[config.mk]
export PLATFORM = sky130hd
export DESIGN_NAME = svm_ctrl
export DESIGN_NICKNAME = d
export VERILOG_FILES = /design/src/rtl/svm_pkg.sv /design/src/rtl/svm_ctrl.sv
export SDC_FILE = /design/constraint.sdc
export NUM_CORES = 1
export LEC_CHECK = 0
export BUFFER_PORTS_ARGS = -buffer_cell sky130_fd_sc_hd__buf_2
export CAP_MARGIN = 20
export CORE_UTILIZATION = 41
export DETAILED_ROUTE_END_ITERATION = 6
export PLACE_DENSITY = 0.73
export SLEW_MARGIN = 0
export SYNTH_ARGS = -nofsm -noshare
export SYNTH_HDL_FRONTEND = slang
export SYNTH_SLANG_ARGS = --single-unit
export TNS_END_PERCENT = 10
[constraint.sdc]
create_clock -name aclk -period 1.7 [get_ports aclk]
set_input_delay 0.085 -clock aclk [delete_from_list [all_inputs] [get_ports aclk]]
set_output_delay 0.085 -clock aclk [all_outputs]
set_load 0.05 [all_outputs]
[src/rtl/svm_pkg.sv]
// svm_pkg: shared types and constants of the stack virtual machine step unit
// opcode, command, status and state codes, controller/datapath command and status structs
// no dependencies
package svm_pkg;

    localparam int PTR_W       = 17;
    localparam int WORD_W      = 32;
    localparam int IDX_W       = 14;
    localparam int CFG_W       = 17;
    localparam int DIV_STEPS   = 32;
    localparam int DIV_CNT_W   = $clog2(DIV_STEPS);

    localparam logic [PTR_W-1:0] PC_RESET = 17'd0;
    localparam logic [PTR_W-1:0] SP_RESET = 17'd65536;

    typedef enum logic {
        CFG_START_ADDR = 1'b0,
        CFG_STACK_TOP  = 1'b1
    } cfg_idx_e;

    typedef enum logic [1:0] {
        CMD_WRITE = 2'd0,
        CMD_READ  = 2'd1,
        CMD_EXEC  = 2'd2,
        CMD_NONE  = 2'd3
    } item_cmd_e;

    typedef enum logic [2:0] {
        RS_RUN   = 3'd0,
        RS_EXIT  = 3'd1,
        RS_BADOP = 3'd2,
        RS_DIV0  = 3'd3,
        RS_ADDR  = 3'd4
    } run_status_e;

    typedef enum logic [5:0] {
        OP_LEA  = 6'd0,  OP_IMM  = 6'd1,  OP_JMP  = 6'd2,  OP_CALL = 6'd3,
        OP_JZ   = 6'd4,  OP_JNZ  = 6'd5,  OP_ENT  = 6'd6,  OP_ADJ  = 6'd7,
        OP_LEV  = 6'd8,  OP_LI   = 6'd9,  OP_LC   = 6'd10, OP_SI   = 6'd11,
        OP_SC   = 6'd12, OP_PUSH = 6'd13, OP_OR   = 6'd14, OP_XOR  = 6'd15,
        OP_AND  = 6'd16, OP_EQ   = 6'd17, OP_NE   = 6'd18, OP_LT   = 6'd19,
        OP_GT   = 6'd20, OP_LE   = 6'd21, OP_GE   = 6'd22, OP_SHL  = 6'd23,
        OP_SHR  = 6'd24, OP_ADD  = 6'd25, OP_SUB  = 6'd26, OP_MUL  = 6'd27,
        OP_DIV  = 6'd28, OP_MOD  = 6'd29, OP_EXIT = 6'd37, OP_BAD  = 6'd63
    } op_e;

    typedef enum logic [4:0] {
        ST_IDLE, ST_DISPATCH, ST_RDCAP, ST_OPCAP, ST_DECODE, ST_IMMCAP, ST_EXEC,
        ST_TCAP, ST_TOP, ST_SCWR, ST_LOADCAP, ST_LEV_T, ST_LEV_R, ST_LEV_CHK,
        ST_DIV, ST_RESP
    } state_e;

    typedef enum logic [3:0] {
        MA_IDX, MA_PC, MA_PC4, MA_SP, MA_SPM4, MA_FP, MA_FP4, MA_ACC, MA_T
    } mem_addr_e;

    typedef enum logic [2:0] {
        WD_ITEM, WD_PC_NEXT, WD_FP, WD_ACC, WD_BYTE
    } wdata_e;

    typedef enum logic [2:0] {
        CAP_NONE, CAP_OP, CAP_IMM, CAP_T, CAP_R, CAP_RD
    } cap_e;

    typedef struct packed {
        logic        latch;
        logic        mem_re;
        logic        mem_we;
        mem_addr_e   addr;
        wdata_e      wd;
        cap_e        cap;
        logic        commit;
        logic        fault;
        run_status_e code;
        logic        div_start;
        logic        load_out;
    } dp_cmd_t;

    typedef struct packed {
        item_cmd_e cmd;
        op_e       op;
        logic      has_imm;
        logic      running;
        logic      idx_ok;
        logic      pc_ok;
        logic      pc4_ok;
        logic      sp_ok;
        logic      spm4_ok;
        logic      imm_ok;
        logic      fp_ok;
        logic      fp4_ok;
        logic      acc_ok;
        logic      acc_byte_ok;
        logic      t_ok;
        logic      t_byte_ok;
        logic      t_fp_ok;
        logic      r_ok;
        logic      ent_ok;
        logic      adj_ok;
        logic      acc_zero;
        logic      jump_taken;
        logic      div_done;
    } dp_stat_t;

    function automatic op_e decode_op(input logic [WORD_W-1:0] w);
        op_e o;
        if (w <= 32'd29 || w == 32'd37) begin
            o = op_e'(w[5:0]);
        end else begin
            o = OP_BAD;
        end
        return o;
    endfunction

endpackage

[src/rtl/svm_ctrl.sv]
// svm_ctrl: sequencing state machine of the stack machine step unit
// issues datapath commands, owns the handshakes; depends on svm_pkg
module svm_ctrl (
    input  logic               aclk,
    input  logic               aresetn,
    input  logic               s_valid,
    output logic               s_ready,
    output logic               m_valid,
    input  logic               m_ready,
    input  svm_pkg::dp_stat_t  stat,
    output svm_pkg::dp_cmd_t   cmd
);

    svm_pkg::state_e state_reg, state_next;
    logic            m_valid_reg, m_valid_next;
    logic            exec_ok, top_ok, out_free;

    assign out_free = !m_valid_reg || m_ready;

    // checks of the instruction at the execute and stack top steps
    always_comb begin
        case (stat.op)
            svm_pkg::OP_LEA, svm_pkg::OP_IMM:  exec_ok = 1'b1;
            svm_pkg::OP_JMP:                   exec_ok = stat.imm_ok;
            svm_pkg::OP_CALL:                  exec_ok = stat.spm4_ok && stat.imm_ok;
            svm_pkg::OP_JZ, svm_pkg::OP_JNZ:   exec_ok = !stat.jump_taken || stat.imm_ok;
            svm_pkg::OP_ENT:                   exec_ok = stat.spm4_ok && stat.ent_ok;
            svm_pkg::OP_ADJ:                   exec_ok = stat.adj_ok;
            svm_pkg::OP_LEV:                   exec_ok = stat.fp_ok && stat.fp4_ok;
            svm_pkg::OP_LI:                    exec_ok = stat.acc_ok;
            svm_pkg::OP_LC:                    exec_ok = stat.acc_byte_ok;
            svm_pkg::OP_PUSH:                  exec_ok = stat.spm4_ok;
            svm_pkg::OP_BAD:                   exec_ok = 1'b0;
            default:                           exec_ok = stat.sp_ok;
        endcase
        case (stat.op)
            svm_pkg::OP_SI:                    top_ok = stat.t_ok;
            svm_pkg::OP_SC:                    top_ok = stat.t_byte_ok;
            svm_pkg::OP_DIV, svm_pkg::OP_MOD:  top_ok = !stat.acc_zero;
            default:                           top_ok = 1'b1;
        endcase
    end

    always_comb begin
        state_next = state_reg;
        case (state_reg)
            svm_pkg::ST_IDLE: begin
                if (s_valid) begin
                    state_next = svm_pkg::ST_DISPATCH;
                end
            end
            svm_pkg::ST_DISPATCH: begin
                state_next = svm_pkg::ST_RESP;
                if (stat.cmd == svm_pkg::CMD_READ) begin
                    state_next = svm_pkg::ST_RDCAP;
                end else if (stat.cmd == svm_pkg::CMD_EXEC && stat.running && stat.pc_ok) begin
                    state_next = svm_pkg::ST_OPCAP;
                end
            end
            svm_pkg::ST_RDCAP:  state_next = svm_pkg::ST_RESP;
            svm_pkg::ST_OPCAP:  state_next = svm_pkg::ST_DECODE;
            svm_pkg::ST_DECODE: begin
                if (!stat.has_imm) begin
                    state_next = svm_pkg::ST_EXEC;
                end else if (stat.pc4_ok) begin
                    state_next = svm_pkg::ST_IMMCAP;
                end else begin
                    state_next = svm_pkg::ST_RESP;
                end
            end
            svm_pkg::ST_IMMCAP: state_next = svm_pkg::ST_EXEC;
            svm_pkg::ST_EXEC: begin
                state_next = svm_pkg::ST_RESP;
                if (exec_ok) begin
                    case (stat.op)
                        svm_pkg::OP_LEV:                 state_next = svm_pkg::ST_LEV_T;
                        svm_pkg::OP_LI, svm_pkg::OP_LC:  state_next = svm_pkg::ST_LOADCAP;
                        svm_pkg::OP_SI, svm_pkg::OP_SC,
                        svm_pkg::OP_EXIT:                state_next = svm_pkg::ST_TCAP;
                        default: begin
                            if (stat.op >= svm_pkg::OP_OR && stat.op <= svm_pkg::OP_MOD) begin
                                state_next = svm_pkg::ST_TCAP;
                            end
                        end
                    endcase
                end
            end
            svm_pkg::ST_TCAP:   state_next = svm_pkg::ST_TOP;
            svm_pkg::ST_TOP: begin
                state_next = svm_pkg::ST_RESP;
                if (top_ok && (stat.op == svm_pkg::OP_DIV || stat.op == svm_pkg::OP_MOD)) begin
                    state_next = svm_pkg::ST_DIV;
                end else if (top_ok && stat.op == svm_pkg::OP_SC) begin
                    state_next = svm_pkg::ST_SCWR;
                end
            end
            svm_pkg::ST_SCWR:    state_next = svm_pkg::ST_RESP;
            svm_pkg::ST_LOADCAP: state_next = svm_pkg::ST_RESP;
            svm_pkg::ST_LEV_T:   state_next = svm_pkg::ST_LEV_R;
            svm_pkg::ST_LEV_R:   state_next = svm_pkg::ST_LEV_CHK;
            svm_pkg::ST_LEV_CHK: state_next = svm_pkg::ST_RESP;
            svm_pkg::ST_DIV: begin
                if (stat.div_done) begin
                    state_next = svm_pkg::ST_RESP;
                end
            end
            svm_pkg::ST_RESP: begin
                if (out_free) begin
                    state_next = svm_pkg::ST_IDLE;
                end
            end
            default: state_next = svm_pkg::ST_IDLE;
        endcase
    end

    always_comb begin
        cmd      = '0;
        cmd.addr = svm_pkg::MA_IDX;
        cmd.wd   = svm_pkg::WD_ITEM;
        cmd.cap  = svm_pkg::CAP_NONE;
        cmd.code = svm_pkg::RS_ADDR;
        case (state_reg)
            svm_pkg::ST_IDLE: cmd.latch = s_valid;
            svm_pkg::ST_DISPATCH: begin
                case (stat.cmd)
                    svm_pkg::CMD_WRITE: cmd.mem_we = stat.idx_ok;
                    svm_pkg::CMD_READ:  cmd.mem_re = 1'b1;
                    svm_pkg::CMD_EXEC: begin
                        if (stat.running) begin
                            cmd.addr   = svm_pkg::MA_PC;
                            cmd.mem_re = stat.pc_ok;
                            cmd.fault  = !stat.pc_ok;
                        end
                    end
                    default: ;
                endcase
            end
            svm_pkg::ST_RDCAP:  cmd.cap = svm_pkg::CAP_RD;
            svm_pkg::ST_OPCAP:  cmd.cap = svm_pkg::CAP_OP;
            svm_pkg::ST_DECODE: begin
                if (stat.has_imm) begin
                    cmd.addr   = svm_pkg::MA_PC4;
                    cmd.mem_re = stat.pc4_ok;
                    cmd.fault  = !stat.pc4_ok;
                end
            end
            svm_pkg::ST_IMMCAP: cmd.cap = svm_pkg::CAP_IMM;
            svm_pkg::ST_EXEC: begin
                if (!exec_ok) begin
                    cmd.fault = 1'b1;
                    cmd.code  = (stat.op == svm_pkg::OP_BAD) ? svm_pkg::RS_BADOP
                                                             : svm_pkg::RS_ADDR;
                end else begin
                    case (stat.op)
                        svm_pkg::OP_LEV: begin
                            cmd.addr   = svm_pkg::MA_FP;
                            cmd.mem_re = 1'b1;
                        end
                        svm_pkg::OP_LI, svm_pkg::OP_LC: begin
                            cmd.addr   = svm_pkg::MA_ACC;
                            cmd.mem_re = 1'b1;
                        end
                        svm_pkg::OP_CALL: begin
                            cmd.addr   = svm_pkg::MA_SPM4;
                            cmd.wd     = svm_pkg::WD_PC_NEXT;
                            cmd.mem_we = 1'b1;
                            cmd.commit = 1'b1;
                        end
                        svm_pkg::OP_ENT: begin
                            cmd.addr   = svm_pkg::MA_SPM4;
                            cmd.wd     = svm_pkg::WD_FP;
                            cmd.mem_we = 1'b1;
                            cmd.commit = 1'b1;
                        end
                        svm_pkg::OP_PUSH: begin
                            cmd.addr   = svm_pkg::MA_SPM4;
                            cmd.wd     = svm_pkg::WD_ACC;
                            cmd.mem_we = 1'b1;
                            cmd.commit = 1'b1;
                        end
                        svm_pkg::OP_LEA, svm_pkg::OP_IMM, svm_pkg::OP_JMP, svm_pkg::OP_JZ,
                        svm_pkg::OP_JNZ, svm_pkg::OP_ADJ: cmd.commit = 1'b1;
                        default: begin
                            cmd.addr   = svm_pkg::MA_SP;
                            cmd.mem_re = 1'b1;
                        end
                    endcase
                end
            end
            svm_pkg::ST_TCAP: cmd.cap = svm_pkg::CAP_T;
            svm_pkg::ST_TOP: begin
                if (!top_ok) begin
                    cmd.fault = 1'b1;
                    cmd.code  = (stat.op == svm_pkg::OP_SI || stat.op == svm_pkg::OP_SC)
                                ? svm_pkg::RS_ADDR : svm_pkg::RS_DIV0;
                end else begin
                    case (stat.op)
                        svm_pkg::OP_DIV, svm_pkg::OP_MOD: cmd.div_start = 1'b1;
                        svm_pkg::OP_SC: begin
                            cmd.addr   = svm_pkg::MA_T;
                            cmd.mem_re = 1'b1;
                        end
                        svm_pkg::OP_SI: begin
                            cmd.addr   = svm_pkg::MA_T;
                            cmd.wd     = svm_pkg::WD_ACC;
                            cmd.mem_we = 1'b1;
                            cmd.commit = 1'b1;
                        end
                        default: cmd.commit = 1'b1;
                    endcase
                end
            end
            svm_pkg::ST_SCWR: begin
                cmd.addr   = svm_pkg::MA_T;
                cmd.wd     = svm_pkg::WD_BYTE;
                cmd.mem_we = 1'b1;
                cmd.commit = 1'b1;
            end
            svm_pkg::ST_LOADCAP: cmd.commit = 1'b1;
            svm_pkg::ST_LEV_T: begin
                cmd.cap    = svm_pkg::CAP_T;
                cmd.addr   = svm_pkg::MA_FP4;
                cmd.mem_re = 1'b1;
            end
            svm_pkg::ST_LEV_R: cmd.cap = svm_pkg::CAP_R;
            svm_pkg::ST_LEV_CHK: begin
                cmd.commit = stat.t_fp_ok && stat.r_ok;
                cmd.fault  = !(stat.t_fp_ok && stat.r_ok);
            end
            svm_pkg::ST_DIV:  cmd.commit   = stat.div_done;
            svm_pkg::ST_RESP: cmd.load_out = out_free;
            default: ;
        endcase
    end

    assign m_valid_next = cmd.load_out ? 1'b1 : (m_ready ? 1'b0 : m_valid_reg);

    always_ff @(posedge aclk) begin
        if (!aresetn) begin
            state_reg   <= svm_pkg::ST_IDLE;
            m_valid_reg <= 1'b0;
        end else begin
            state_reg   <= state_next;
            m_valid_reg <= m_valid_next;
        end
    end

    assign s_ready = (state_reg == svm_pkg::ST_IDLE);
    assign m_valid = m_valid_reg;

endmodule

### Word level (Yosys, flattened, before mapping)

Index checks and enable logic that the tools add are counted.

| word-level totals | value |
|---|---|
| flip-flop bits (word level) | 6 |
| input bits | 33 |
| output and inout port bits | 22 |
| logic and storage cells | 136 |

| cells by class | value |
|---|---|
| magnitude comparators | 2 |
| equality and inequality tests | 37 |
| multiplexer cells | 58 |
| reduce and logical (&&, ||, !) cells | 37 |

Operator list:

| kind | count |
|---|---|
| $pmux 5 s13 | 1 |
| $eq 5x4->1 const B | 8 |
| $eq 6x4->1 const B | 6 |
| $mux 4 | 9 |
| $eq 6x3->1 const B | 4 |
| $pmux 4 s6 | 1 |
| $mux 1 | 23 |
| $eq 5x3->1 const B | 4 |
| $mux 9 | 2 |
| $mux 5 | 3 |
| $pmux 1 s5 | 3 |
| $pmux 3 s5 | 1 |
| $reduce_or 2->1 | 7 |
| $eq 6x2->1 const B | 2 |
| $eq 6x5->1 const B | 2 |
| $eq 6x6->1 const B | 2 |
| $mux 3 | 4 |
| $pmux 3 s4 | 1 |
| $pmux 4 s3 | 1 |
| $pmux 1 s11 | 1 |
| $eq 5x2->1 const B | 2 |
| $logic_and 1x1->1 | 9 |
| $pmux 3 s3 | 1 |
| $reduce_or 3->1 | 3 |
| other kinds (23) | 34 |

### Depth between registers and ports, before layout

| depth | value |
|---|---|
| depth after elaboration | 7 |
| mapped depth | 7 |
| mapped depth without buffers | 7 |

### Least setup slack after synthesis

No wires, ideal clock.

| timing | value |
|---|---|
| path kind | input to output |
| start | input stat[24] in the netlist's numbering |
| end | output cmd[10] in the netlist's numbering |
| arrival time | 2.259 ns |
| required time | 1.615 ns |
| setup slack | -0.644 ns |
| cell stages on the path | 6 |
| buffers on the path | 1 |
| cells stage by stage | buf_6 > or4b_4 > a221oi_4 > o21bai_4 > o31ai_4 > o21ai_0 |

RTL lines:

| item | RTL line | text |
|---|---|---|
| from (decl) | svm_ctrl.sv:10 | `input svm_pkg::dp_stat_t stat,` |
| to (decl) | svm_ctrl.sv:11 | `output svm_pkg::dp_cmd_t cmd` |

==> results.json <==
{
  "status": "complete, but fails checks",
  "violations": "negative setup slack",
  "ir_drop_mv": 0.828,
  "leakage_nw": 1.00,
  "final_core_util_pct": 71.7,
  "use_met2_pct": 43.0,
  "boundaryPins": 55,
  "cts_root_buf": "clkbuf_4",
  "arrival_ps": 1980,
  "cts.clk_slew.worst_paths_ps": 40,
  "synth_most_common_cell": "nand2_1",
  "totalWireLength_um": 4480,
  "syn_inst": 194,
  "skew_ps": 2.35,
  "hold_buffers": 0,
  "synth_area_leader_cell": "dfxtp_1",
  "layout.nets": 332,
  "grtUsageTotal_pct": 26.6,
  "fp.dieH_um": 58.1,
  "synth-edff-count": 0,
  "fin_crit_sh_pct": 121,
  "cp.required_ps": 1620,
  "area_growth_pct": 68.0,
  "post_route_cells_drive_above_1_share_pct": 50.5,
  "synthXorXnorAreaFrac_pct": 0,
  "io_buffer_count": 54,
  "dr.pass1.iters": 4,
  "setup_viol": 10,
  "mappedNetlistArea_mm2": 0.00129,
  "syn-num-nets": 230,
  "dpl_cell_area_mm2": 0.00195,
  "synth-simple-area-share_pct": 42.9,
  "synth.avg_cell_area_um2": 6.66,
  "setup_ws_ps": -360,
  "grt_max_degree": 23,
  "path_class": "input pin to primary output",
  "finalCriticalPeriod_ps": 2060,
  "grt_pass1_wl_um": 7240,
  "crit_path_end_kind": "primary output",
  "slew_violations": 0,
  "cp_max_fo": 3,
  "hpwl_um": 3470,
  "place.gp.congestion": 0.968,
  "die_area_mm2": 0.00338,
  "wl_per_cell_um": 13.2,
  "use_met1_pct": 36.4,
  "cts_tree": "yes",
  "synth_compound_area_share_pct": 36.1,
  "yosys_register_bits": 5,
  "max_slew_margin_pct": 76.3,
  "via_per_inst": 5.52,
  "synth-adder-area-share_pct": 2.90,
  "placementRows": 20,
  "cts_buffer_depth": 2,
  "yosysTopAreaCellShare_pct": 7.74,
  "ys_top_cells_by_count": "nand2_1 (25), nor2_1 (20), a21oi_1 (17), nor3_1 (11)",
  "largest_reg_flops": 4,
  "routed-via-count": 1871,
  "combPwrFrac_pct": 84.6,
  "yosys-mux-area-fraction_pct": 0,
  "antennaDiodeCount": 0,
  "cts.sinks": 5,
  "drc": 0,
  "synth_flop_cell": "dfxtp_1",
  "start_util_pct": 42.7,
  "synth_top_family_by_area": "simple AND/OR/NAND/NOR gates",
  "synthTopCellsByArea": "dfxtp_1 (7.7%), nand2_1 (7.3%), a21oi_1 (6.6%), nor2_1 (5.8%), nor3_1 (4.3%)",
  "clock.fmax_ghz": 0.485,
  "hold_violations": 0,
  "yosysWarningCount": 0,
  "use_met3_pct": 4.46,
  "clkLatencyLatePin_ps": 230,
  "p_sw_w": 0.00116,
  "busiest_layer": "met2",
  "internal_power_w": 0.000985,
  "async_flop_share_pct": 0,
  "htreeDepth": 1,
  "cts_made_buffers": 3,
  "holdWs_ps": 127,
  "seqPwrFrac_pct": 9.3,
  "drt_iter0_markers": 117,
  "fin_area_mm2": 0.00217,
  "tightest_slew_ps": 352,
  "drv_cap": 0,
  "p_clk_share_pct": 6.1,
  "yosysSeqAreaShare_pct": 7.74,
  "switching_share_pct": 54.1,
  "hold_class": "input pin to flop",
  "startpoint_type": "input pin",
  "die_w_um": 58.1,
  "grt_pass1_vias": 1707,
  "rsz0062_at_grt": "yes",
  "final_antenna_net_count": 0,
  "antenna_found_initial": 0,
  "ys_types": 55,
  "core_area_mm2": 0.00303,
  "overflow": 0,
  "p_per_area_mw_per_mm2": 988
}
## final timing paths
kind,slack (ps),end,start,cells past startpoint
setup reg to reg,50,state_reg[3],state_reg[1],8
hold / removal,130,state_reg[0],aresetn,3
setup / recovery,-360,cmd[14],stat[23],8
hold reg to reg,540,m_valid,m_valid,2
## routing by layer
layer	wire, um	vias up
li1	-	920
met1	1960	875
met2	2140	72
met3	351	4
met4	35	0
met5	0	-
## logic make-up after synthesis
logic type	Yosys count
flops	5
buf+inv	22
fa+ha+maj	3
compound gates	62
simple gates	102
## cells in the final DEF (no fill, tap or decap), drive strengths merged, types with 4 or more instances in the layout
| cell | n |
|---|---|
| o22ai | 5 |
| o21ai | 9 |
| and3 | 4 |
| a31oi | 5 |
| dfxtp | 5 |
| or2 | 5 |
| buf | 110 |
| nand2 | 25 |
| nand2b | 7 |
| nor2 | 20 |
| clkbuf | 4 |
| a21boi | 4 |
| a21oi | 17 |
| inv | 8 |
| nor2b | 5 |
| nand3b | 5 |
| nor3 | 11 |
## power by group through the flow
stage,Sequential [W],Clock (W),Combinational [W]
after global routing,0.000202,0.000146,0.00195
after global placement,0.000189,0,0.00164
after floorplan,0.000183,0,0.00110
after CTS,0.000192,0.000138,0.00172
after detailed placement,0.000189,0,0.00165
final,0.000199,0.000130,0.00182
## critical path, stage by stage
cell and delay (ps):
buf_6 90, or4b_4 570, a221oi_4 220, o21bai_4 180, o31ai_4 70, or3_4 400
o221ai_4 170, buf_6 190
## what timing repair did
action	CTS	global route
gates resized for setup	31	22
setup buffers	0	1
endpoints found under the setup margin	16	16
pin swaps	7	6
## cell type report
| cell class | count | area [um2] |
|---|---|---|
| Clock buffer | 4 | 26.3 |
| Sequential cell | 5 | 103 |
| Fill cell | 249 | 857 |
| Multi-Input combinational cell | 167 | 1160 |
| Inverter | 9 | 37.5 |
| Tap cell | 44 | 55.1 |
| Timing Repair Buffer | 110 | 788 |
## stage by stage
stage          total power [W]  cells  setup WS (ps)  TNS (ps)
5_1_grt                0.00230    339           -413     -2930
3_3_place_gp           0.00183    334           -476     -4500
4_1_cts                0.00205    338           -349     -2590
6_report               0.00214    339           -360     -2070
2_1_floorplan          0.00129    194           -324     -3170
3_5_place_dp           0.00184    334           -520     -5170
No activity file was read; power rests on OpenSTA's default activity.
